### src/sv/sine_tone_generator_defines.svh
// Assertion macros for the sine tone generator top level.
`ifndef SINE_TONE_GENERATOR_DEFINES_SVH
`define SINE_TONE_GENERATOR_DEFINES_SVH

// Same-cycle implication, sampled on clk, off during reset.
`define STG_ASSERT_SAME(label, ante, cons, msg) \
  label: assert property (@(posedge clk) disable iff (!rst_n) (ante) |-> (cons)) \
    else $error(msg);

// Next-cycle implication, sampled on clk, off during reset.
`define STG_ASSERT_NEXT(label, ante, cons, msg) \
  label: assert property (@(posedge clk) disable iff (!rst_n) (ante) |=> (cons)) \
    else $error(msg);

`endif

### src/sv/stg_pkg.sv
// Types, constants and the quarter-wave sine table of the sine tone generator.
package stg_pkg;

  localparam int TABLE_BITS   = 10;
  localparam int PHASE_BITS   = 32;
  localparam int QUARTER_BITS = TABLE_BITS - 2;
  localparam int QUARTER      = 1 << QUARTER_BITS;

  localparam int FREQ_W     = 16;
  localparam int SPH_W      = 40;
  localparam int AMP_W      = 15;
  localparam int MAG_W      = 15;
  localparam int SAMPLE_W   = 16;
  localparam int STEP_SHIFT = 48 - PHASE_BITS;
  localparam int PROD_W     = FREQ_W + SPH_W;
  localparam int SHIFTED_W  = PROD_W - STEP_SHIFT;

  localparam int ADDR_W = 4;
  localparam int DATA_W = 64;

  localparam logic [FREQ_W-1:0] FREQ_LOW  = 16'd16;
  localparam logic [FREQ_W-1:0] FREQ_HIGH = 16'd11025;

  localparam logic [SPH_W-1:0] SPH_RESET = 40'd12765305066;
  localparam logic [AMP_W-1:0] AMP_RESET = 15'd16000;

  localparam logic [63:0] K1 = 64'd1686629713;
  localparam logic [63:0] K3 = 64'd693598668;
  localparam logic [63:0] K5 = 64'd85569306;
  localparam logic [63:0] K7 = 64'd5026995;
  localparam logic [63:0] K9 = 64'd172272;

  typedef enum logic [1:0] {
    CMD_TICK = 2'd0,
    CMD_PLAY = 2'd1,
    CMD_STOP = 2'd2
  } cmd_t;

  typedef enum logic [ADDR_W-1:0] {
    ADDR_STEP_PER_HERTZ = 4'h0,
    ADDR_AMPLITUDE      = 4'h8
  } cfg_addr_t;

  typedef struct packed {
    cmd_t              command;
    logic [FREQ_W-1:0] frequency;
  } in_item_t;

  typedef struct packed {
    logic signed [SAMPLE_W-1:0] sample;
    logic                       sounding;
  } out_item_t;

  // sin(pi/2 * t), t in Q30 over [0,1], odd degree-9 polynomial, Q0.15 result
  function automatic logic [MAG_W-1:0] quarter_sine(input logic [63:0] t);
    logic [63:0] t2;
    logic [63:0] p;
    logic [63:0] v;
    t2 = (t * t) >> 30;
    p  = K9;
    p  = K7 - ((t2 * p) >> 30);
    p  = K5 - ((t2 * p) >> 30);
    p  = K3 - ((t2 * p) >> 30);
    p  = K1 - ((t2 * p) >> 30);
    p  = (t * p) >> 30;
    v  = (p * 64'd32768 + (64'd1 << 29)) >> 30;
    if (v > 64'd32767) begin
      v = 64'd32767;
    end
    return v[MAG_W-1:0];
  endfunction

  typedef logic [MAG_W-1:0] sine_lut_t [QUARTER];

  function automatic sine_lut_t build_sine_lut();
    sine_lut_t lut;
    for (int i = 0; i < QUARTER; i++) begin
      lut[i] = quarter_sine(64'(i) << (30 - QUARTER_BITS));
    end
    return lut;
  endfunction

  localparam sine_lut_t        SINE_LUT  = build_sine_lut();
  localparam logic [MAG_W-1:0] SINE_PEAK = quarter_sine(64'd1 << 30);

endpackage

### src/sv/stg_sine.sv
// Phase to signed sample: quarter-wave table lookup and amplitude scaling.
module stg_sine (
  input  logic [stg_pkg::PHASE_BITS-1:0]   phase,
  input  logic [stg_pkg::AMP_W-1:0]        amplitude,
  output logic signed [stg_pkg::SAMPLE_W-1:0] sample
);
  import stg_pkg::*;

  logic [TABLE_BITS-1:0]   idx;
  logic [1:0]              quadrant;
  logic [QUARTER_BITS-1:0] x;
  logic [QUARTER_BITS-1:0] lut_idx;
  logic [MAG_W-1:0]        mag;
  logic [AMP_W+MAG_W-1:0]  prod;
  logic [SAMPLE_W-1:0]     scaled;

  assign idx      = phase[PHASE_BITS-1 -: TABLE_BITS];
  assign quadrant = idx[TABLE_BITS-1 -: 2];
  assign x        = idx[QUARTER_BITS-1:0];
  assign lut_idx  = quadrant[0] ? (~x + 1'b1) : x;

  always_comb begin
    if (quadrant[0] && (x == '0)) begin
      mag = SINE_PEAK;
    end else begin
      mag = SINE_LUT[lut_idx];
    end
  end

  assign prod   = amplitude * mag;
  assign scaled = {1'b0, prod[AMP_W+MAG_W-1 -: MAG_W]};
  assign sample = quadrant[1] ? $signed(-scaled) : $signed(scaled);

endmodule

### src/sv/sine_tone_generator.sv
// Top level of the phase-accumulator sine tone generator.
//
// Input channel (in_valid / in_stall / in_data) carries commands: tick, play
// with a frequency, stop. Only a tick produces a result on the output channel
// (out_valid / out_stall / out_data): the signed sample and the sounding flag.
// Play and stop transfers update state and return nothing; command 3 is ignored.
// An item accepted into the stage register is worked there, and a tick's result
// is registered in the output register, from which it is offered; a stalled
// tick waits in the stage register. One item per cycle sustained while no held
// result stalls a tick; the stage register feeding the output register sets that
// figure.
// When out_stall holds a result, a waiting tick stays in the stage register and
// in_stall rises; play and stop items still pass through.
// Configuration is an APB-style port: step_per_hertz at 0x0, amplitude at 0x8,
// 64-bit data, pready always high. Write only while the block is idle.
// Synchronous reset clears phase, step and playing, empties both registers and
// loads the configuration defaults.
module sine_tone_generator (
  input  logic                        clk,
  input  logic                        rst_n,
  input  logic                        in_valid,
  output logic                        in_stall,
  input  stg_pkg::in_item_t           in_data,
  output logic                        out_valid,
  input  logic                        out_stall,
  output stg_pkg::out_item_t          out_data,
  input  logic                        psel,
  input  logic                        penable,
  input  logic                        pwrite,
  input  logic [stg_pkg::ADDR_W-1:0]  paddr,
  input  logic [stg_pkg::DATA_W-1:0]  pwdata,
  output logic [stg_pkg::DATA_W-1:0]  prdata,
  output logic                        pready
);
  import stg_pkg::*;

  `include "sine_tone_generator_defines.svh"

  logic [SPH_W-1:0]      sph_r;
  logic [AMP_W-1:0]      amp_r;
  logic [PHASE_BITS-1:0] phase_angle_r, phase_angle_nxt;
  logic [PHASE_BITS-1:0] phase_step_r, phase_step_nxt;
  logic                  playing_r, playing_nxt;
  logic                  s_valid_r, s_valid_nxt;
  in_item_t              s_item_r;
  logic                  out_valid_r, out_valid_nxt;
  out_item_t             out_item_r;

  logic                  cfg_wr;
  logic                  accept;
  logic                  fire;
  logic                  tick_fire;
  logic                  play_ok;
  logic                  wrap;
  logic [PROD_W-1:0]     step_prod;
  logic [SHIFTED_W-1:0]  step_shifted;
  logic [PHASE_BITS-1:0] step_sat;
  logic [PHASE_BITS:0]   phase_sum;
  logic signed [SAMPLE_W-1:0] sample;

  // configuration port
  assign pready = 1'b1;
  assign cfg_wr = psel && penable && pwrite && pready;

  always_comb begin
    case (cfg_addr_t'(paddr))
      ADDR_STEP_PER_HERTZ: prdata = DATA_W'(sph_r);
      ADDR_AMPLITUDE:      prdata = DATA_W'(amp_r);
      default:             prdata = '0;
    endcase
  end

  always_ff @(posedge clk) begin
    if (!rst_n) begin
      sph_r <= SPH_RESET;
      amp_r <= AMP_RESET;
    end else if (cfg_wr) begin
      case (cfg_addr_t'(paddr))
        ADDR_STEP_PER_HERTZ: sph_r <= pwdata[SPH_W-1:0];
        ADDR_AMPLITUDE:      amp_r <= pwdata[AMP_W-1:0];
        default: ;
      endcase
    end
  end

  // handshake
  assign fire      = s_valid_r && ((s_item_r.command != CMD_TICK) || !out_valid_r || !out_stall);
  assign in_stall  = s_valid_r && !fire;
  assign accept    = in_valid && !in_stall;
  assign tick_fire = fire && (s_item_r.command == CMD_TICK);

  // play: frequency to phase step
  assign play_ok      = (s_item_r.frequency >= FREQ_LOW) && (s_item_r.frequency <= FREQ_HIGH);
  assign step_prod    = s_item_r.frequency * sph_r;
  assign step_shifted = step_prod[PROD_W-1:STEP_SHIFT];
  assign step_sat     = (step_shifted[SHIFTED_W-1:PHASE_BITS] != '0) ? '1
                        : step_shifted[PHASE_BITS-1:0];

  // tick: phase advance
  assign phase_sum = {1'b0, phase_angle_r} + {1'b0, phase_step_r};
  assign wrap      = phase_sum[PHASE_BITS];

  stg_sine u_sine (
    .phase     (phase_angle_r),
    .amplitude (amp_r),
    .sample    (sample)
  );

  always_comb begin
    phase_angle_nxt = phase_angle_r;
    phase_step_nxt  = phase_step_r;
    playing_nxt     = playing_r;
    if (fire) begin
      case (s_item_r.command)
        CMD_PLAY: begin
          playing_nxt = play_ok;
          if (play_ok) begin
            phase_step_nxt = step_sat;
          end
        end
        CMD_STOP: playing_nxt = 1'b0;
        CMD_TICK: begin
          if (wrap && !playing_r) begin
            phase_angle_nxt = '0;
            phase_step_nxt  = '0;
          end else begin
            phase_angle_nxt = phase_sum[PHASE_BITS-1:0];
          end
        end
        default: ;
      endcase
    end
  end

  assign s_valid_nxt   = accept ? 1'b1 : (fire ? 1'b0 : s_valid_r);
  assign out_valid_nxt = tick_fire ? 1'b1 : ((out_valid_r && !out_stall) ? 1'b0 : out_valid_r);

  always_ff @(posedge clk) begin
    if (!rst_n) begin
      phase_angle_r <= '0;
      phase_step_r  <= '0;
      playing_r     <= 1'b0;
      s_valid_r     <= 1'b0;
      out_valid_r   <= 1'b0;
    end else begin
      phase_angle_r <= phase_angle_nxt;
      phase_step_r  <= phase_step_nxt;
      playing_r     <= playing_nxt;
      s_valid_r     <= s_valid_nxt;
      out_valid_r   <= out_valid_nxt;
    end
  end

  always_ff @(posedge clk) begin
    if (accept) begin
      s_item_r <= in_data;
    end
    if (tick_fire) begin
      out_item_r.sample   <= sample;
      out_item_r.sounding <= (phase_step_nxt != '0);
    end
  end

  assign out_valid = out_valid_r;
  assign out_data  = out_item_r;

  `STG_ASSERT_NEXT(a_tick_result, tick_fire, out_valid_r, "tick transfer produced no result")
  `STG_ASSERT_SAME(a_empty_no_stall, !s_valid_r, !in_stall, "stall raised with empty stage")
  `STG_ASSERT_NEXT(a_play_marks, fire && (s_item_r.command == CMD_PLAY) && play_ok,
                   playing_r, "in-range play did not set playing")
  `STG_ASSERT_NEXT(a_wrap_silence, tick_fire && wrap && !playing_r,
                   (phase_step_r == '0) && (phase_angle_r == '0), "wrap while stopped kept tone")

endmodule
### config.mk
export PLATFORM = sky130hd
export DESIGN_NAME = sine_tone_generator
export DESIGN_NICKNAME = d
export VERILOG_FILES = /design/src/sv/stg_pkg.sv /design/src/sv/stg_sine.sv /design/src/sv/sine_tone_generator.sv
export VERILOG_INCLUDE_DIRS = /design/src /design/src/sv
export SDC_FILE = /design/constraint.sdc
export NUM_CORES = 2
export LEC_CHECK = 0
export ABC_AREA = 1
export BUFFER_PORTS_ARGS = -buffer_cell sky130_fd_sc_hd__buf_4
export CORE_MARGIN = 2
export CORE_UTILIZATION = 35
export DETAILED_ROUTE_END_ITERATION = 16
export PLACE_DENSITY = 0.51
export SLEW_MARGIN = 20
export SYNTH_ARGS = -nofsm -noshare
export SYNTH_HDL_FRONTEND = slang
export SYNTH_SLANG_ARGS = --single-unit
### constraint.sdc
create_clock -name clk -period 9.15 [get_ports clk]
set_clock_uncertainty 0.1 [all_clocks]
set_input_delay 0.915 -clock clk [delete_from_list [all_inputs] [get_ports clk]]
set_output_delay 0.915 -clock clk [all_outputs]
set_load 0.01 [all_outputs]
# == Word-level counts from Yosys, hierarchy flattened ==
# Memory sizes are Yosys's and may differ from the RTL's.
# Cells that the tools add are included.
# totals
mem_bits_ro,3840
input_bits,93
ff_bits,157
memories,1
wordCells,73
out_inout_bits,84
# memory_table
name,words,width,read_ports,rd_clocked_by_memory_dff,wr,line_no,source
(name not given),256,15,1,0,0,stg_sine.sv:26,mag = SINE_LUT[lut_idx];
# classes
eq_ne,3
mux,17
n_addsub,3
n_mul,2
order_cmp,3
n_bitwise,2
reduce_logical,30
# op_table
cell,count
$mux W32,5
$pmux W40 S2,1
$pmux W32 S2,1
$mux W15,4
$mul A16 B40 Y56,1
$add A32 B32 Y33,1
$reduce_bool A32 Y1,1
$mul A15 B15 Y30,1
$ge A16 B5 Y1 const B,1
$le A16 B14 Y1 const B,1
$neg A15 Y16,1
$logic_and A1 B1 Y1,10
$ge A9 B9 Y1 const B,1
$not A8 Y9,1
$add A8 B1 Y8 const B,1
$logic_not A8 Y1,1
$mux W8,1
$not A8 Y8,1
$reduce_and A2 Y1,4
$reduce_bool A2 Y1,4
$reduce_bool A8 Y1,1
$logic_not A1 Y1,5
$eq A4 B4 Y1 const B,1
$logic_not A4 Y1,1
other kinds (6),10

# == Depth between registers and ports, before layout ==
# logic_depth
depth_word,11
depth_mapped,53
mapped_depth_nobuf,50

# == Cells and area by module ==
# From an unflattened synthesis, not the netlist that was laid out.
# unflattened
hier_cells,6019
hier_area_um2,41703.7
# modules_own_cells
mod,cells_each,area_per_inst_um2,instances
sine_tone_generator,4173,29993.8,1
stg_sine,1846,11710.0,1

# == Least setup slack after synthesis ==
# Ideal clock, no wire load.
# synth_timing
path_type,reg2reg
startpoint,register phase_angle_r[22]
endpoint,register out_item_r (netlist bit out_data[12]) (data pin)
t_required_ps,8801
t_arrival_ps,8289
path_slack_ps,512
stages_incl_launch_ff,47
path_buffers,2
setup_ps,249
cell_sequence,dfxtp_1 -> buf_4 -> inv_4 -> ha_1 -> nand2_1 -> nand2_1 -> ha_1 -> inv_1 -> nand3_1 -> inv_1 -> nor2_1 -> nand2_1 -> inv_1 -> o22ai_1 -> nand2_1 -> o311ai_0 -> a21oi_1 -> nor3_1 -> [11 not listed] -> inv_1 -> ha_1 -> nand2_1 -> nor2_1 -> inv_1 -> nor3_1 -> nand2_1 -> nor2_1 -> a2111oi_0 -> o21ai_1 -> xnor2_1 -> nand3_1 -> nor2_1 -> nand3_1 -> nand2_1 -> nand2_1 -> nand2_1 -> inv_1
# synth_between
elab_chain_cells,11
elab_cells_between_ends,13
cone_classes,add/sub: 2; mul: 1; mux: 5; bitwise: 2; reduce/logical: 2; memory: 1
# synth_lines
item,line_no,source
start: declaration,sine_tone_generator.sv:41,"logic [PHASE_BITS-1:0] phase_angle_r, phase_angle_nxt;"
start signal: assignment,sine_tone_generator.sv:146,phase_angle_r <= phase_angle_nxt;
$not A8 Y8,stg_sine.sv:20,assign lut_idx = quadrant[0] ? (~x + 1'b1) : x;
$add A8 B1 Y8,stg_sine.sv:20,
$mux W8,stg_sine.sv:20,
$not A8 Y9 (implied by the code),stg_sine.sv:26,
$mem_v2 Z256 W15,-,
$mux W15 (implied by the code) (2 in a row),stg_sine.sv:26,
$mux W15 (*),stg_sine.sv:23,if (quadrant[0] && (x == '0)) begin
$mul A15 B15 Y30 (*),stg_sine.sv:30,assign prod = amplitude * mag;
$neg A15 Y16,stg_sine.sv:32,assign sample = quadrant[1] ? $signed(-scaled) : $signed(scaled);
$mux W15 (*),stg_sine.sv:32,
named net sample[11],sine_tone_generator.sv:59,logic signed [SAMPLE_W-1:0] sample;
end: declaration,sine_tone_generator.sv:47,out_item_t out_item_r;
# The timed path passes the listed nets; every way through them passes the cells marked *. The select of a mux whose other input is x is not followed.
# A chain may end at the register's enable or synchronous reset.

# == Worst setup path after layout ==
# layout_timing
startpoint,register phase_angle_r[23]
endpoint,register out_item_r (netlist bit out_data[13]) (data pin)
# Same word-level chain as after synthesis.

==> reports/summary.txt <==
OUTCOME
------------------------------------------------------------------------------------------
Run status .................................................................. finished clean

CLOCK NETWORK
------------------------------------------------------------------------------------------
Total CTS buffers ...........................................................           17
Max H-tree Level ............................................................            4
Clock insertion delay at the later pin of the skew report ...................      0.55 ns
Clock Path Buffers ..........................................................            2
Clock root buffer ........................................................... sky130_fd_sc_hd__clkbuf_16
CTS tree ....................................................................        built
Count of clock tree sinks ...................................................          157
Clock edge transition at the registers on the reported setup and hold paths .      0.08 ns

ROUTE
------------------------------------------------------------------------------------------
Via count ...................................................................        37316
First-pass detailed-route iteration total ...................................            6
Mean routed wirelength per cell ............................................. 19.6 microns
DR vias/cell ................................................................         5.00
Initial detailed-routing violation count ....................................         3030
Remaining antenna violation count after routing .............................            0
DRC errors left .............................................................            0
Total length of routed wires ................................................ 146000 microns

SYNTHESIS
------------------------------------------------------------------------------------------
Top_reg_cell synth .......................................................... sky130_fd_sc_hd__dfxtp_1
Most instantiated library cell after synthesis .............................. sky130_fd_sc_hd__nand2_1
Post-synth ARST share .......................................................           0%
Flip-flop and latch count after synthesis ...................................          157
Instance count of the mapped netlist ........................................         5817
Post-synthesis cell type count ..............................................           65
Number of synthesized flops with an enable pin ..............................           35
Top cell type by total area after synthesis ................................. sky130_fd_sc_hd__fa_1
Total standard cell area after synthesis ....................................  41100 sq um
Sequential share of the synthesized area ....................................        8.51%
Count of warnings emitted by yosys ..........................................            0
Top cell type's share of synthesized area ...................................        33.9%
Largest cells by area after synthesis ....................................... sky130_fd_sc_hd__fa_1 (34%), sky130_fd_sc_hd__nand2_1 (13%), sky130_fd_sc_hd__inv_1 (12%)
Top post-synthesis cells by count ........................................... sky130_fd_sc_hd__nand2_1 (1437), sky130_fd_sc_hd__inv_1 (1332), sky130_fd_sc_hd__fa_1 (696)
Mean instance size in the synthesized netlist ...............................   7.06 sq um

STA
------------------------------------------------------------------------------------------
Relative slew slack .........................................................        25.9%
Transition time of the tightest slew-check pin ..............................      1.11 ns
Final setup viols ...........................................................            0
Highest clock rate ..........................................................    0.115 GHz
Clock period minus worst slack ..............................................      8.68 ns
Final clock period utilization by the worst path ............................        94.9%
Final Hold Violating Endpoints ..............................................            0
Number of max-slew violations in the final report ...........................            0

GLOBAL ROUTE
------------------------------------------------------------------------------------------
Routing usage on met2 .......................................................        37.6%
Most congested layer reported by global routing .............................         met2
Initial antenna violation count .............................................            4
Met3 capacity usage during global routing ...................................        3.37%
First-pass GRT wire length .................................................. 228000 microns
Remaining Overflow, GRT .....................................................            0
GRT met1 Usage ..............................................................        36.2%
Via count of the first global-routing pass ..................................        37971
Maximum number of pins on one net before global-route repair ................           76
Overall global routing resource usage .......................................        24.7%

FLOORPLANNING
------------------------------------------------------------------------------------------
Core Rows ...................................................................          125
CORE AREA ................................................................... 116000 sq um
Vert. Die Dim ...............................................................  347 microns
Die X .......................................................................  347 microns
Full die area ............................................................... 120000 sq um
Top-level port count ........................................................          177
Initial core utilization ....................................................        35.3%

FLOW RUN
------------------------------------------------------------------------------------------
Max-cap viol count ..........................................................            0

CRITICAL PATH
------------------------------------------------------------------------------------------
Arrival time at the worst endpoint ..........................................      8.85 ns
Critical path startpoint .................................................... phase_angle_r[23]
Reg2Reg Launch Point ........................................................ phase_angle_r[23]
Type of element launching the critical path .................................     register
CP max FO ...................................................................            8
Kind of critical path .......................................................      reg2reg
Cell class contributing the biggest share of worst-path delay ...............  adder cells
Element type at the critical path end .......................................     register
Number of buffer and inverter instances along the worst setup path ..........           14
Cell with the largest stage delay on the worst path ......................... sky130_fd_sc_hd__fa_1
CP required .................................................................      9.32 ns
CP max stage delay ..........................................................      0.52 ns

POWER AND IR DROP
------------------------------------------------------------------------------------------
Power density over cell area ................................................  259 nW/um^2
Leak Pwr ....................................................................      24.8 nW
Peak ir drop on the vdd network .............................................     0.483 mV

FINAL LAYOUT
------------------------------------------------------------------------------------------
Area of all placed cells without fillers ....................................  45700 sq um
Number of diodes ............................................................            0
Final #Nets .................................................................         6983
Post-route non-filler standard cell count ...................................         7458
Ratio of cells with drive above 1 in the final layout .......................        9.40%
P&R area growth vs syn ......................................................        11.3%

PLACED DESIGN
------------------------------------------------------------------------------------------
Post-placement cell area ....................................................  44500 sq um
Total instance count after detailed placement ...............................         7403
Post-detailed-placement half-perimeter wirelength ........................... 117000 microns
Number of buffers added on ports ............................................          127
Final Wtd Congestion ........................................................        0.969

MIN PATH
------------------------------------------------------------------------------------------
Worst min-delay path class ..................................................      reg2reg
Startpoint of the lowest-slack hold path ....................................    sph_r[11]

[cell type report]
type / count / area (sq um)
clock buffer: 19 / 464
tap: 1524 / 1910
sequential: 157 / 3500
timing repair buffer: 375 / 3110
clock inverter: 13 / 133
inverter: 1356 / 5110
multi-input combinational: 4014 / 31500
fill: 12369 / 70500
[layout by cell type (no fill, tap or decap), types with 35 or more instances in the layout]
cell / n
sky130_fd_sc_hd__xor2_1: 45
sky130_fd_sc_hd__ha_1: 270
sky130_fd_sc_hd__edfxtp_1: 35
sky130_fd_sc_hd__nor2_1: 442
sky130_fd_sc_hd__dfxtp_1: 120
sky130_fd_sc_hd__nand3_1: 195
sky130_fd_sc_hd__nand2_1: 1426
sky130_fd_sc_hd__buf_4: 350
sky130_fd_sc_hd__o21ai_0: 219
sky130_fd_sc_hd__inv_1: 1324
sky130_fd_sc_hd__a21oi_1: 328
sky130_fd_sc_hd__fa_1: 696
[where the power goes]
group / internal (W) / leakage [nW] / switching [W]
Sequential: 0.000719 / 1.32 / 0.0000250
Clock: 0.000386 / 0.298 / 0.000405
Combinational: 0.00331 / 23.2 / 0.00700
[registers in the layout (all words and copies together), names as in the netlist]
| signal | flops |
|---|---|
| amp_r | 15 |
| out_data | 17 |
| out_valid | 1 |
| phase_angle_r | 32 |
| phase_step_r | 32 |
| playing_r | 1 |
| s_item_r | 18 |
| s_valid_r | 1 |
| sph_r | 40 |
[cell families after synthesis]
family,share of synthesized area (%)
xor+xnor,1.55
compound gates,9.92
flops,8.51
fa+ha+maj,42.2
simple gates,22.0
buf+inv,15.8
other cells,0.0183
[metal layers]
layer	routed length, microns	up-vias
met5	13	-
met4	4460	2
met3	10200	204
met2	62900	1225
met1	68400	18335
li1	-	17550
[final timing paths]
kind / end / cells past startpoint / slack, ns
max: out_data[13] / 46 / 0.47
min: sph_r[11] / 2 / 0.37
max reg2reg: out_data[13] / 46 / 0.47
min reg2reg: sph_r[11] / 2 / 0.37
[worst reg2reg max path: cells and delay by family (launching register included)]
family	cells	cell delay, ns
compound gates	4	0.93
xor+xnor	1	0.19
fa+ha+maj	9	3.75
buf+inv	14	1.42
flops	1	0.33
simple gates	18	1.71
[per-stage QoR]
step / total power [W] / hold WS, ns / util [%] / TNS, ns / setup slack, ns
finish: 0.0118 / 0.366 / 39.3 / 0 / 0.469
floorplan: 0.00726 / 0.350 / - / 0 / 0.512
global route: 0.0130 / 0.391 / 39.3 / -0.186 / -0.0485
CTS: 0.0117 / 0.365 / 38.8 / 0 / 0.0891
detailed placement: 0.0107 / 0.346 / 38.3 / 0 / 0.0309
global placement: 0.0109 / 0.341 / 38.3 / -0.341 / -0.102
[timing repair]
action                                 CTS  global route
endpoints found under the hold margin    0             0
pin swaps                                0            21
setup buffers                            0            22
hold buffers                             0             0
setup endpoints to repair                1            16
cloned                                   0             1
gates resized for setup                  1            94
Power figures use the tool's default switching activity.
